## config.mk

```make
export PLATFORM = sky130hd
export DESIGN_NAME = arm32_instruction_encoder_flat
export DESIGN_NICKNAME = d
export VERILOG_FILES = /design/src/rtl/core/a32enc_pkg.sv /design/src/rtl/core/a32enc_if.sv /design/src/rtl/core/arm32_instruction_encoder.sv /design/src/rtl/core/a32enc_rotimm.sv /design/src/rtl/core/a32enc_core.sv /design/src/flat_wrapper.sv
export SDC_FILE = /design/constraint.sdc
export NUM_CORES = 1
export LEC_CHECK = 0
export ABC_AREA = 1
export ABC_CLOCK_PERIOD_IN_PS = 5100
export BUFFER_PORTS_ARGS = -buffer_cell sky130_fd_sc_hd__buf_2
export CAP_MARGIN = 20
export CORE_UTILIZATION = 50
export CTS_BUF_LIST = sky130_fd_sc_hd__clkbuf_8
export DETAILED_ROUTE_END_ITERATION = 10
export PLACE_DENSITY_LB_ADDON = 0.15
export SLEW_MARGIN = 20
export SYNTH_ARGS = -nofsm -noshare
export SYNTH_HDL_FRONTEND = slang
export SYNTH_SLANG_ARGS = --single-unit
```

## constraint.sdc

```tcl
create_clock -name clock -period 5.1 [get_ports clock]
set_clock_uncertainty 0.05 [all_clocks]
set_input_delay 0.51 -clock clock [delete_from_list [all_inputs] [get_ports clock]]
set_output_delay 0.51 -clock clock [all_outputs]
set_load 0.02 [all_outputs]
```

## src/rtl/core/a32enc_pkg.sv

```systemverilog
// Package of the A32 encoder: operation kinds, item types and fixed opcode words.
`default_nettype none
package a32enc_pkg;

   typedef enum logic [5:0] {
      KIND_LOAD    = 6'd0,
      KIND_LOAD8   = 6'd1,
      KIND_LOADS8  = 6'd2,
      KIND_LOAD16  = 6'd3,
      KIND_LOADS16 = 6'd4,
      KIND_STORE   = 6'd5,
      KIND_STORE8  = 6'd6,
      KIND_STORE16 = 6'd7,
      KIND_MOVE    = 6'd8,
      KIND_ADD     = 6'd9,
      KIND_SUB     = 6'd10,
      KIND_AND     = 6'd11,
      KIND_OR      = 6'd12,
      KIND_XOR     = 6'd13,
      KIND_SHL     = 6'd14,
      KIND_SHR     = 6'd15,
      KIND_SAR     = 6'd16,
      KIND_ROL     = 6'd17,
      KIND_ROR     = 6'd18,
      KIND_CMP     = 6'd19,
      KIND_NOT     = 6'd20,
      KIND_SELEQ   = 6'd21,
      KIND_SELGE   = 6'd22,
      KIND_SELGT   = 6'd23,
      KIND_SELGES  = 6'd24,
      KIND_SELGTS  = 6'd25,
      KIND_BRA     = 6'd26,
      KIND_BNE     = 6'd27,
      KIND_BEQ     = 6'd28,
      KIND_BG      = 6'd29,
      KIND_BLE     = 6'd30,
      KIND_BL      = 6'd31,
      KIND_BGE     = 6'd32,
      KIND_DIV     = 6'd33,
      KIND_DIVS    = 6'd34,
      KIND_MUL     = 6'd35,
      KIND_SWI     = 6'd36,
      KIND_BKPT    = 6'd37
   } kind_type;

   typedef struct packed {
      logic [5:0]  req_type;
      logic [3:0]  reg_first;
      logic [3:0]  reg_second;
      logic [3:0]  reg_third;
      logic        operand_is_const;
      logic        has_offset;
      logic [31:0] const_value;
   } req_item_type;

   typedef struct packed {
      logic [31:0] word0;
      logic [31:0] word1;
      logic        two_words;
      logic        error;
   } enc_result_type;

   localparam logic [31:0] NOP_WORD      = 32'he1a00000;
   localparam logic [31:0] LDR_BASE      = 32'he5100000;
   localparam logic [31:0] LDRB_BASE     = 32'he5500000;
   localparam logic [31:0] LDRSB_BASE    = 32'he15000d0;
   localparam logic [31:0] LDRH_BASE     = 32'he15000b0;
   localparam logic [31:0] LDRSH_BASE    = 32'he15000f0;
   localparam logic [31:0] STR_BASE      = 32'he5000000;
   localparam logic [31:0] STRB_BASE     = 32'he5400000;
   localparam logic [31:0] STRH_BASE     = 32'he14000b0;
   localparam logic [31:0] MOVW_BASE     = 32'he3000000;
   localparam logic [31:0] MOVT_BASE     = 32'he3400000;
   localparam logic [31:0] ALU_IMM_BASE  = 32'he2000000;
   localparam logic [31:0] ALU_REG_BASE  = 32'he0000000;
   localparam logic [31:0] OP_ADD        = 32'h00800000;
   localparam logic [31:0] OP_SUB        = 32'h00400000;
   localparam logic [31:0] OP_AND        = 32'h00000000;
   localparam logic [31:0] OP_ORR        = 32'h01800000;
   localparam logic [31:0] OP_EOR        = 32'h00200000;
   localparam logic [31:0] SH_LSL        = 32'he1a00000;
   localparam logic [31:0] SH_LSR        = 32'he1a00020;
   localparam logic [31:0] SH_ASR        = 32'he1a00040;
   localparam logic [31:0] SH_ROR        = 32'he1a00060;
   localparam logic [31:0] CMP_IMM_BASE  = 32'he3500000;
   localparam logic [31:0] CMP_REG_BASE  = 32'he1500000;
   localparam logic [31:0] MVN_BASE      = 32'he1e00000;
   localparam logic [31:0] MOV_COND_BASE = 32'h01a00000;
   localparam logic [31:0] B_ALWAYS      = 32'hea000000;
   localparam logic [31:0] MOV_PC_BASE   = 32'he1a0f000;
   localparam logic [31:0] B_COND_BASE   = 32'h0a000000;
   localparam logic [31:0] UDIV_BASE     = 32'he730f010;
   localparam logic [31:0] SDIV_BASE     = 32'he710f010;
   localparam logic [31:0] MUL_BASE      = 32'he0000090;
   localparam logic [31:0] SWI_BASE      = 32'hef000000;
   localparam logic [31:0] BKPT_WORD     = 32'he1200070;

   localparam logic [3:0] COND_EQ = 4'h0;
   localparam logic [3:0] COND_NE = 4'h1;
   localparam logic [3:0] COND_HS = 4'h2;
   localparam logic [3:0] COND_LO = 4'h3;
   localparam logic [3:0] COND_HI = 4'h8;
   localparam logic [3:0] COND_LS = 4'h9;
   localparam logic [3:0] COND_GE = 4'ha;
   localparam logic [3:0] COND_LT = 4'hb;
   localparam logic [3:0] COND_GT = 4'hc;
   localparam logic [3:0] COND_LE = 4'hd;

endpackage
`default_nettype wire

```

## src/rtl/core/a32enc_if.sv

```systemverilog
// Valid/ready channel interfaces for request and response items of the encoder.
`default_nettype none
interface a32enc_req_if;
   logic        valid;
   logic        ready;
   logic [5:0]  req_type;
   logic [3:0]  reg_first;
   logic [3:0]  reg_second;
   logic [3:0]  reg_third;
   logic        operand_is_const;
   logic        has_offset;
   logic [31:0] const_value;

   modport source (output valid, req_type, reg_first, reg_second, reg_third,
                   operand_is_const, has_offset, const_value, input ready);
   modport sink   (input valid, req_type, reg_first, reg_second, reg_third,
                   operand_is_const, has_offset, const_value, output ready);
endinterface

interface a32enc_rsp_if;
   logic        valid;
   logic        ready;
   logic [31:0] machine_word;
   logic        last_word;
   logic        encode_error;

   modport source (output valid, machine_word, last_word, encode_error, input ready);
   modport sink   (input valid, machine_word, last_word, encode_error, output ready);
endinterface
`default_nettype wire

```

## src/rtl/core/arm32_instruction_encoder.sv

```systemverilog
// Top level of the A32 instruction encoder: input register, encoder and result register.
// Usage:
//  - req_if carries one generic operation per item (kind, three register
//    numbers, constant and offset flags, 32-bit constant); taken when
//    valid and ready are both high at a rising clock edge.
//  - rsp_if carries one A32 word per item with last_word and encode_error.
//    Most kinds give one word; a constant move (movw, movt) and the select
//    kinds (two conditional movs) give two, the first with last_word low.
//  - An accepted item passes from the input register through the encoder
//    into the result register; the second word (if any) shows right after
//    the edge at which the first word is taken.
//  - Throughput: one item per cycle for single-word kinds while the
//    receiver does not stall; two-word kinds hold the result register
//    for both of their words.
//  - Rejected encodings give one NOP word with encode_error high.
//  - When the receiver stalls, the result register holds, the input
//    register still takes one more item, and req_if.ready then drops.
//  - Synchronous reset empties all stages; nothing is in flight after it.
`default_nettype none
module arm32_instruction_encoder (
   input wire logic    clock,
   input wire logic    reset,
   a32enc_req_if.sink  req_if,
   a32enc_rsp_if.source rsp_if
);

   // input register
   logic                      in_valid_ff, in_valid_in;
   a32enc_pkg::req_item_type  in_item_ff, in_item_in;

   // result register
   logic        out_valid_ff, out_valid_in;
   logic [31:0] out_word_ff, out_word_in;
   logic        out_last_ff, out_last_in;
   logic        out_err_ff, out_err_in;

   // pending second word of a two-word item
   logic        sec_valid_ff, sec_valid_in;
   logic [31:0] sec_word_ff, sec_word_in;

   a32enc_pkg::enc_result_type enc;

   logic out_load, take_sec, take_in, req_fire;

   a32enc_core u_core (
      .item   (in_item_ff),
      .result (enc)
   );

   // result register can be refilled when empty or being drained
   assign out_load = !out_valid_ff || rsp_if.ready;
   // the pending second word goes out before any new item
   assign take_sec = out_load && sec_valid_ff;
   assign take_in  = out_load && !sec_valid_ff && in_valid_ff;

   assign req_if.ready = !in_valid_ff || take_in;
   assign req_fire     = req_if.valid && req_if.ready;

   always_comb begin
      in_valid_in = in_valid_ff;
      in_item_in  = in_item_ff;
      if (req_fire) begin
         in_valid_in                 = 1'b1;
         in_item_in.req_type         = req_if.req_type;
         in_item_in.reg_first        = req_if.reg_first;
         in_item_in.reg_second       = req_if.reg_second;
         in_item_in.reg_third        = req_if.reg_third;
         in_item_in.operand_is_const = req_if.operand_is_const;
         in_item_in.has_offset       = req_if.has_offset;
         in_item_in.const_value      = req_if.const_value;
      end else if (take_in) begin
         in_valid_in = 1'b0;
      end

      out_valid_in = out_valid_ff;
      out_word_in  = out_word_ff;
      out_last_in  = out_last_ff;
      out_err_in   = out_err_ff;
      sec_valid_in = sec_valid_ff;
      sec_word_in  = sec_word_ff;
      if (take_sec) begin
         out_valid_in = 1'b1;
         out_word_in  = sec_word_ff;
         out_last_in  = 1'b1;
         out_err_in   = 1'b0;
         sec_valid_in = 1'b0;
      end else if (take_in) begin
         out_valid_in = 1'b1;
         out_word_in  = enc.word0;
         out_last_in  = !enc.two_words;
         out_err_in   = enc.error;
         sec_valid_in = enc.two_words;
         sec_word_in  = enc.word1;
      end else if (out_load) begin
         out_valid_in = 1'b0;
      end
   end

   always_ff @(posedge clock) begin
      if (reset) begin
         in_valid_ff  <= 1'b0;
         out_valid_ff <= 1'b0;
         sec_valid_ff <= 1'b0;
      end else begin
         in_valid_ff  <= in_valid_in;
         out_valid_ff <= out_valid_in;
         sec_valid_ff <= sec_valid_in;
      end
      in_item_ff  <= in_item_in;
      out_word_ff <= out_word_in;
      out_last_ff <= out_last_in;
      out_err_ff  <= out_err_in;
      sec_word_ff <= sec_word_in;
   end

   assign rsp_if.valid        = out_valid_ff;
   assign rsp_if.machine_word = out_word_ff;
   assign rsp_if.last_word    = out_last_ff;
   assign rsp_if.encode_error = out_err_ff;

endmodule
`default_nettype wire

```

## src/rtl/core/a32enc_rotimm.sv

```systemverilog
// Rotated 8-bit immediate search: smallest even rotation that forms the value.
`default_nettype none
module a32enc_rotimm (
   input  wire logic [31:0] value,
   output logic             fits,
   output logic [11:0]      enc
);

   always_comb begin
      logic [63:0] dbl;
      logic [31:0] rot;
      fits = 1'b0;
      enc  = '0;
      dbl  = {value, value};
      // descending, so the smallest fitting rotation wins
      for (int r = 15; r >= 0; r--) begin
         rot = 32'((dbl << (2 * r)) >> 32);
         if (rot[31:8] == 24'd0) begin
            fits = 1'b1;
            enc  = {4'(r), rot[7:0]};
         end
      end
   end

endmodule
`default_nettype wire

```

## src/rtl/core/a32enc_core.sv

```systemverilog
// Combinational encoder: one request item to one or two A32 words and an error flag.
`default_nettype none
module a32enc_core (
   input  wire a32enc_pkg::req_item_type   item,
   output a32enc_pkg::enc_result_type      result
);

   logic        imm_fits;
   logic [11:0] imm_enc;

   a32enc_rotimm u_rotimm (
      .value (item.const_value),
      .fits  (imm_fits),
      .enc   (imm_enc)
   );

   always_comb begin
      logic [31:0] ra_d, rb_d, rc_d, ra_n, rb_n, rc_s;
      logic [31:0] cv;
      logic [7:0]  mag;
      logic        up;
      logic        off_ok;
      logic [31:0] neg;
      logic [31:0] lo_hi;
      logic [31:0] mem_base;
      logic [31:0] alu_op;
      logic [31:0] sh_op;
      logic [4:0]  sh_amt;
      logic [3:0]  cond0, cond1;
      logic [31:0] swi_num;
      logic [31:0] w0, w1;
      logic        two, err;

      cv   = item.const_value;
      ra_d = 32'(item.reg_first) << 12;
      rb_d = 32'(item.reg_second) << 12;
      ra_n = 32'(item.reg_first) << 16;
      rb_n = 32'(item.reg_second) << 16;
      rc_s = 32'(item.reg_third) << 8;
      rc_d = 32'(item.reg_third);

      // offset split into magnitude and U bit
      neg = 32'd0 - cv;
      if (!item.has_offset) begin
         mag = 8'd0; up = 1'b1; off_ok = 1'b1;
      end else if (cv <= 32'd255) begin
         mag = cv[7:0]; up = 1'b1; off_ok = 1'b1;
      end else if (cv >= 32'hffffff01) begin
         mag = neg[7:0]; up = 1'b0; off_ok = 1'b1;
      end else begin
         mag = 8'd0; up = 1'b1; off_ok = 1'b0;
      end
      lo_hi = {20'd0, mag[7:4], 4'd0, mag[3:0]};

      mem_base = a32enc_pkg::LDR_BASE;
      alu_op   = a32enc_pkg::OP_ADD;
      sh_op    = a32enc_pkg::SH_LSL;
      cond0    = a32enc_pkg::COND_EQ;
      cond1    = a32enc_pkg::COND_NE;
      sh_amt   = cv[4:0];
      swi_num  = item.has_offset ? cv : 32'd0;
      w0  = a32enc_pkg::NOP_WORD;
      w1  = 32'd0;
      two = 1'b0;
      err = 1'b0;

      unique case (a32enc_pkg::kind_type'(item.req_type))
         a32enc_pkg::KIND_LOAD, a32enc_pkg::KIND_LOAD8: begin
            mem_base = (item.req_type == a32enc_pkg::KIND_LOAD) ?
                       a32enc_pkg::LDR_BASE : a32enc_pkg::LDRB_BASE;
            w0  = mem_base | 32'(mag) | (32'(up) << 23) | ra_d | rb_n;
            err = !off_ok;
         end
         a32enc_pkg::KIND_LOADS8, a32enc_pkg::KIND_LOAD16, a32enc_pkg::KIND_LOADS16: begin
            priority if (item.req_type == a32enc_pkg::KIND_LOADS8)
               mem_base = a32enc_pkg::LDRSB_BASE;
            else if (item.req_type == a32enc_pkg::KIND_LOAD16)
               mem_base = a32enc_pkg::LDRH_BASE;
            else
               mem_base = a32enc_pkg::LDRSH_BASE;
            w0  = mem_base | lo_hi | (32'(up) << 23) | ra_d | rb_n;
            err = !off_ok;
         end
         a32enc_pkg::KIND_STORE, a32enc_pkg::KIND_STORE8: begin
            mem_base = (item.req_type == a32enc_pkg::KIND_STORE) ?
                       a32enc_pkg::STR_BASE : a32enc_pkg::STRB_BASE;
            w0  = mem_base | 32'(mag) | (32'(up) << 23) | rb_d | ra_n;
            err = !off_ok;
         end
         a32enc_pkg::KIND_STORE16: begin
            w0  = a32enc_pkg::STRH_BASE | lo_hi | (32'(up) << 23) | rb_d | ra_n;
            err = !off_ok;
         end
         a32enc_pkg::KIND_MOVE: begin
            if (item.operand_is_const) begin
               w0  = a32enc_pkg::MOVW_BASE | {12'd0, cv[15:12], 4'd0, cv[11:0]} | ra_d;
               w1  = a32enc_pkg::MOVT_BASE | {12'd0, cv[31:28], 4'd0, cv[27:16]} | ra_d;
               two = 1'b1;
            end else begin
               w0 = a32enc_pkg::NOP_WORD | 32'(item.reg_second) | ra_d;
            end
         end
         a32enc_pkg::KIND_ADD, a32enc_pkg::KIND_SUB, a32enc_pkg::KIND_AND,
         a32enc_pkg::KIND_OR, a32enc_pkg::KIND_XOR: begin
            priority if (item.req_type == a32enc_pkg::KIND_ADD) alu_op = a32enc_pkg::OP_ADD;
            else if (item.req_type == a32enc_pkg::KIND_SUB)     alu_op = a32enc_pkg::OP_SUB;
            else if (item.req_type == a32enc_pkg::KIND_AND)     alu_op = a32enc_pkg::OP_AND;
            else if (item.req_type == a32enc_pkg::KIND_OR)      alu_op = a32enc_pkg::OP_ORR;
            else                                                 alu_op = a32enc_pkg::OP_EOR;
            if (item.operand_is_const) begin
               w0  = a32enc_pkg::ALU_IMM_BASE | alu_op | ra_d | rb_n | 32'(imm_enc);
               err = !imm_fits;
            end else begin
               w0 = a32enc_pkg::ALU_REG_BASE | alu_op | ra_d | rb_n | rc_d;
            end
         end
         a32enc_pkg::KIND_SHL, a32enc_pkg::KIND_SHR, a32enc_pkg::KIND_SAR,
         a32enc_pkg::KIND_ROL, a32enc_pkg::KIND_ROR: begin
            priority if (item.req_type == a32enc_pkg::KIND_SHL) sh_op = a32enc_pkg::SH_LSL;
            else if (item.req_type == a32enc_pkg::KIND_SHR)     sh_op = a32enc_pkg::SH_LSR;
            else if (item.req_type == a32enc_pkg::KIND_SAR)     sh_op = a32enc_pkg::SH_ASR;
            else                                                 sh_op = a32enc_pkg::SH_ROR;
            // rotate left by n is rotate right by 32-n
            if (item.req_type == a32enc_pkg::KIND_ROL)
               sh_amt = 5'd0 - cv[4:0];
            if (item.operand_is_const) begin
               w0  = sh_op | ra_d | 32'(item.reg_second) | (32'(sh_amt) << 7);
               err = (cv[31:5] != 27'd0) || (cv[4:0] == 5'd0);
            end else begin
               w0 = sh_op | ra_d | 32'(item.reg_second) | 32'h10 | rc_s;
            end
         end
         a32enc_pkg::KIND_CMP: begin
            if (item.operand_is_const) begin
               w0  = a32enc_pkg::CMP_IMM_BASE | ra_n | 32'(imm_enc);
               err = !imm_fits;
            end else begin
               w0 = a32enc_pkg::CMP_REG_BASE | ra_n | 32'(item.reg_second);
            end
         end
         a32enc_pkg::KIND_NOT: begin
            w0 = a32enc_pkg::MVN_BASE | ra_d | 32'(item.reg_second);
         end
         a32enc_pkg::KIND_SELEQ, a32enc_pkg::KIND_SELGE, a32enc_pkg::KIND_SELGT,
         a32enc_pkg::KIND_SELGES, a32enc_pkg::KIND_SELGTS: begin
            priority if (item.req_type == a32enc_pkg::KIND_SELEQ) begin
               cond0 = a32enc_pkg::COND_EQ; cond1 = a32enc_pkg::COND_NE;
            end else if (item.req_type == a32enc_pkg::KIND_SELGE) begin
               cond0 = a32enc_pkg::COND_HS; cond1 = a32enc_pkg::COND_LO;
            end else if (item.req_type == a32enc_pkg::KIND_SELGT) begin
               cond0 = a32enc_pkg::COND_HI; cond1 = a32enc_pkg::COND_LS;
            end else if (item.req_type == a32enc_pkg::KIND_SELGES) begin
               cond0 = a32enc_pkg::COND_GE; cond1 = a32enc_pkg::COND_LT;
            end else begin
               cond0 = a32enc_pkg::COND_GT; cond1 = a32enc_pkg::COND_LE;
            end
            w0  = {cond0, 28'd0} | a32enc_pkg::MOV_COND_BASE | 32'(item.reg_second) | ra_d;
            w1  = {cond1, 28'd0} | a32enc_pkg::MOV_COND_BASE | rc_d | ra_d;
            two = 1'b1;
         end
         a32enc_pkg::KIND_BRA: begin
            w0 = item.operand_is_const ? a32enc_pkg::B_ALWAYS :
                 (a32enc_pkg::MOV_PC_BASE | 32'(item.reg_first));
         end
         a32enc_pkg::KIND_BNE, a32enc_pkg::KIND_BEQ, a32enc_pkg::KIND_BG,
         a32enc_pkg::KIND_BLE, a32enc_pkg::KIND_BL, a32enc_pkg::KIND_BGE: begin
            priority if (item.req_type == a32enc_pkg::KIND_BNE) cond0 = a32enc_pkg::COND_NE;
            else if (item.req_type == a32enc_pkg::KIND_BEQ)     cond0 = a32enc_pkg::COND_EQ;
            else if (item.req_type == a32enc_pkg::KIND_BG)      cond0 = a32enc_pkg::COND_HI;
            else if (item.req_type == a32enc_pkg::KIND_BLE)     cond0 = a32enc_pkg::COND_LS;
            else if (item.req_type == a32enc_pkg::KIND_BL)      cond0 = a32enc_pkg::COND_LO;
            else                                                 cond0 = a32enc_pkg::COND_HS;
            w0 = {cond0, 28'd0} | a32enc_pkg::B_COND_BASE;
         end
         a32enc_pkg::KIND_DIV: begin
            w0 = a32enc_pkg::UDIV_BASE | ra_n | 32'(item.reg_second) | rc_s;
         end
         a32enc_pkg::KIND_DIVS: begin
            w0 = a32enc_pkg::SDIV_BASE | ra_n | 32'(item.reg_second) | rc_s;
         end
         a32enc_pkg::KIND_MUL: begin
            w0 = a32enc_pkg::MUL_BASE | ra_n | 32'(item.reg_second) | rc_s;
         end
         a32enc_pkg::KIND_SWI: begin
            w0  = a32enc_pkg::SWI_BASE | swi_num;
            err = (swi_num[31:24] != 8'd0);
         end
         a32enc_pkg::KIND_BKPT: begin
            w0 = a32enc_pkg::BKPT_WORD;
         end
         default: begin
            err = 1'b1;
         end
      endcase

      if (err) begin
         w0  = a32enc_pkg::NOP_WORD;
         two = 1'b0;
      end

      result.word0     = w0;
      result.word1     = w1;
      result.two_words = two;
      result.error     = err;
   end

endmodule
`default_nettype wire

```

## src/flat_wrapper.sv

```systemverilog
// flat-port wrapper written by rule: the top's interface ports become plain ports
module arm32_instruction_encoder_flat 
  (clock, reset, req_if_valid, req_if_req_type, req_if_reg_first, req_if_reg_second, req_if_reg_third, req_if_operand_is_const, req_if_has_offset, req_if_const_value, req_if_ready, rsp_if_valid, rsp_if_machine_word, rsp_if_last_word, rsp_if_encode_error, rsp_if_ready);
  a32enc_req_if req_if_i ();
  a32enc_rsp_if rsp_if_i ();
  input wire logic clock;
  input wire logic reset;
  input wire logic [$bits(req_if_i.valid)-1:0] req_if_valid;
  input wire logic [$bits(req_if_i.req_type)-1:0] req_if_req_type;
  input wire logic [$bits(req_if_i.reg_first)-1:0] req_if_reg_first;
  input wire logic [$bits(req_if_i.reg_second)-1:0] req_if_reg_second;
  input wire logic [$bits(req_if_i.reg_third)-1:0] req_if_reg_third;
  input wire logic [$bits(req_if_i.operand_is_const)-1:0] req_if_operand_is_const;
  input wire logic [$bits(req_if_i.has_offset)-1:0] req_if_has_offset;
  input wire logic [$bits(req_if_i.const_value)-1:0] req_if_const_value;
  output wire logic [$bits(req_if_i.ready)-1:0] req_if_ready;
  output wire logic [$bits(rsp_if_i.valid)-1:0] rsp_if_valid;
  output wire logic [$bits(rsp_if_i.machine_word)-1:0] rsp_if_machine_word;
  output wire logic [$bits(rsp_if_i.last_word)-1:0] rsp_if_last_word;
  output wire logic [$bits(rsp_if_i.encode_error)-1:0] rsp_if_encode_error;
  input wire logic [$bits(rsp_if_i.ready)-1:0] rsp_if_ready;
  assign req_if_i.valid = req_if_valid;
  assign req_if_i.req_type = req_if_req_type;
  assign req_if_i.reg_first = req_if_reg_first;
  assign req_if_i.reg_second = req_if_reg_second;
  assign req_if_i.reg_third = req_if_reg_third;
  assign req_if_i.operand_is_const = req_if_operand_is_const;
  assign req_if_i.has_offset = req_if_has_offset;
  assign req_if_i.const_value = req_if_const_value;
  assign req_if_ready = req_if_i.ready;
  assign rsp_if_valid = rsp_if_i.valid;
  assign rsp_if_machine_word = rsp_if_i.machine_word;
  assign rsp_if_last_word = rsp_if_i.last_word;
  assign rsp_if_encode_error = rsp_if_i.encode_error;
  assign rsp_if_i.ready = rsp_if_ready;
  arm32_instruction_encoder u_core (.clock(clock), .reset(reset), .req_if(req_if_i), .rsp_if(rsp_if_i));
endmodule
```

==> flow_summary_export.csv <==
group,metric,value,unit
run_status,status,"finished, final reports clean",
floorplanning,io_pins,92,
routing,drt_iter0_markers,700,
timing,fin_crit,3.545,ns
yosys,avgSynthCellArea,7.817,sq um
global_route,gr-total-overflow,0,
cells_and_area,drive_gt1_share,16.40,%
timing,slew-limit-headroom,40.91,%
placed_design,globalplace.congestion,1.123,
timing,finalSetupTns,0,ns
routing,routed_wl,24.08,mm
floorplanning,die_h,124.5,um
cells_and_area,final_core_util,57.92,%
setup_path,critPathLaunchType,"register",
placed_design,dpl.hpwl,18.75,mm
pwr,peakVddDrop,192.8,uV
setup_path,endpoint_kind,"register",
clock_tree,post_cts_buffers,0,
global_route,grt_usage,31.70,%
yosys,syn_inst,960,
clock_tree,cts_buffer_depth,2,
clock_tree,cts_tree,"built",
yosys,yosys_warnings,0,
yosys,syn_nets,1019,
min_path,hp-class,"in -> reg",
setup_path,endpoint,"u_core.rsp_if.machine_word[24]$_DFFE_PP_",
setup_path,r2r_start,"u_core.in_item_ff[1]$_DFFE_PP_",
cells_and_area,diodes,0,
cells_and_area,final_cell_mix,"nand2_1, nor2_1, inv_1, edfxtp_1, buf_2",
global_route,grt_pass1_vias,6939,
yosys,yosysUniqueCellTypes,57,
routing,ant_nets,0,
global_route,grt_max_degree,46,
setup_path,required,5.22,ns
global_route,grt_pass1_wl,37.47,mm
clock_tree,cts_buffers,17,
routing,vias,7410,
timing,post-route-period-util,69.51,%
clock_tree,clk_latency,0.46,ns
yosys,syn_area,7505,sq um
setup_path,worst_r2r_path_depth,15,
floorplanning,die_x,124.5,um
clock_tree,root_buffer,"clkbuf_8",
placed_design,port_buffers,91,
floorplanning,start_util,51.44,%
yosys,seq_area_frac_synth,45.35,%
yosys,async_flop_share,0,%
pwr,pwr_density_cell,266.2,nW/um^2
clock_tree,clock-sinks,115,
setup_path,crit_path_frequent_cell,"nor2_1",
setup_path,crit_fanout,15,
timing,worst_pin_slew,0.8854,ns
setup_path,cp_slowest_cell,"edfxtp_1",
floorplanning,core-area,14590,sq um
timing,setup_viol,0,
yosys,synth-edff-count,110,
global_route,antenna_found_initial,0,
min_path,min-delay-start,"req_if_const_value[22]",
job,cap_viol_max_count,0,
cells_and_area,layout_commonest_cell,"nand2_1",
timing,hold_viol_final,0,
routing,avgRoutedWirePerCell,19.34,um
timing,rsz0062_at_grt,"no",
routing,drc,0,
timing,slew_violations,0,
setup_path,crit_chain,"inv_1 -> ha_1 -> nand2_1 -> nor2_1 -> inv_1 -> nor2_2 -> nor2_1 -> clkinv_2 -> nor3_2 -> nand3_1 -> o22ai_1 -> a21boi_2 -> nand2_4 -> nor2_1 -> a41oi_1",
cells_and_area,syn2layout_area_growth,12.59,%
cells_and_area,layout.nets,1107,
timing,fmax,282.1,MHz
clock_tree,cts_htree_levels,4,
setup_path,startpoint,"u_core.in_item_ff[1]$_DFFE_PP_",
yosys,ys_ff_latch,115,
floorplanning,die_area,15500,sq um
timing,holdWs,0.1706,ns
setup_path,arrival,3.67,ns
setup_path,rrSetupSlack,1.55,ns
clock_tree,clk_pin_slew,0.07,ns
setup_path,critical_path_class,"reg -> reg",
routing,vias_per_cell,5.952,
pwr,leakage,3.769,nW
clock_tree,ctsHoldBuffers,0,
setup_path,worst_path_largest_cell_delay,0.49,ns
setup_path,r2r-end,"u_core.rsp_if.machine_word[24]$_DFFE_PP_",
floorplanning,rows,44,
clock_tree,cts-resized-gates,0,
yosys,synthFlopType,"edfxtp_1",
routing,first_pass_iters,6,
flip-flops by register name, indices dropped and copies added (netlist names):
register / cells
u_core.in_item_ff: 52
u_core.in_valid_ff: 1
u_core.rsp_if.encode_error: 1
u_core.rsp_if.last_word: 1
u_core.rsp_if.machine_word: 32
u_core.rsp_if.valid: 1
u_core.sec_valid_ff: 1
u_core.sec_word_ff: 26
cell type report:
class	instances	area (sq um)
Fill cell	1377	6140
Multi-Input combinational cell	697	3502
Sequential cell	115	3403
Timing Repair Buffer	93	470.5
Inverter	124	469.2
Clock buffer	18	247.7
Tap cell	184	230.2
Clock inverter	14	126.4
cell families after synthesis:
| kind of cell | Yosys count | synth area share, % |
|---|---|---|
| and+or+nand+nor | 477 | 28.04 |
| DFF | 115 | 45.35 |
| AOI/OAI and AO/OA | 212 | 17.39 |
| buffers and inverters | 148 | 8.136 |
| adders and majority gates | 3 | 0.5002 |
| xor gates and xnor gates | 5 | 0.5835 |
how the worst min path moves through the flow:
stage                                                       to  slack [ns]  depth (start not counted)
after floorplan               u_core.rsp_if.valid$_SDFFE_PP0P_        0.43                          2
after global placement    u_core.rsp_if.last_word$_SDFFE_PP1P_        0.43                          1
after detailed placement  u_core.rsp_if.last_word$_SDFFE_PP1P_        0.45                          1
after CTS                      u_core.in_item_ff[22]$_DFFE_PP_        0.15                          1
after global routing           u_core.in_item_ff[29]$_DFFE_PP_        0.15                          1
final                          u_core.in_item_ff[22]$_DFFE_PP_        0.17                          1
power breakdown:
group / total, mW / switching [mW] / internal [mW]
combinational: 0.283 / 0.200 / 0.0828
clock: 0.812 / 0.377 / 0.435
sequential: 1.15 / 0.0487 / 1.11
worst max-delay path: cells and delay by family (launching register included):
kind,cells,cell delay [ns]
flip-flops,1,0.49
AO/OA/AOI/OAI,3,0.48
adder cells (fa/ha/maj),1,0.31
AND/OR/NAND/NOR,8,1.45
buffers and inverters,3,0.47
metal layers:
metal  GRT usage [%]  wire [um]  up-vias
li1                -          -     3495
met3           7.689       1809       90
met1           37.78       9595     3442
met5               0          0        -
met4           18.85       1265        0
met2           51.87      11400      383
synth_stat cells (4+ instances only):
cell type  count  area share [%]
buf_6          5            0.75
o2111ai_1      7            0.82
nand2_1      240              12
nand3_2        5            0.67
clkbuf_1      12            0.60
o21ai_1       18             1.2
dfxtp_1        5             1.3
inv_1        108             5.4
nand2_2        6            0.50
a221oi_1       7            0.82
buf_2          5            0.33
nor2_1       116             5.8
a211oi_1      13             1.3
inv_2         11            0.55
o221ai_1       4            0.47
o22ai_1       15             1.3
a2111oi_0      6            0.70
a21oi_1       66             4.4
nand3_1       43             2.9
edfxtp_1     110              44
nor3_1        26             1.7
o21ai_0       48             3.2
xor2_1         4            0.47
nand4_1       13             1.1
nor2_2        12             1.0
stage by stage:
step           std cells  cell area (sq um)  setup WS, ns  total power [mW]
3_3_place_gp        1213               8075         1.734             1.451
3_5_place_dp        1213               8075         1.692             1.452
2_1_floorplan        960               7505         1.332             1.343
6_report            1245               8449         1.555             2.249
4_1_cts             1245               8449         1.669             2.256
5_1_grt             1245               8449         1.286             2.330
Power figures use the tool's default switching activity.
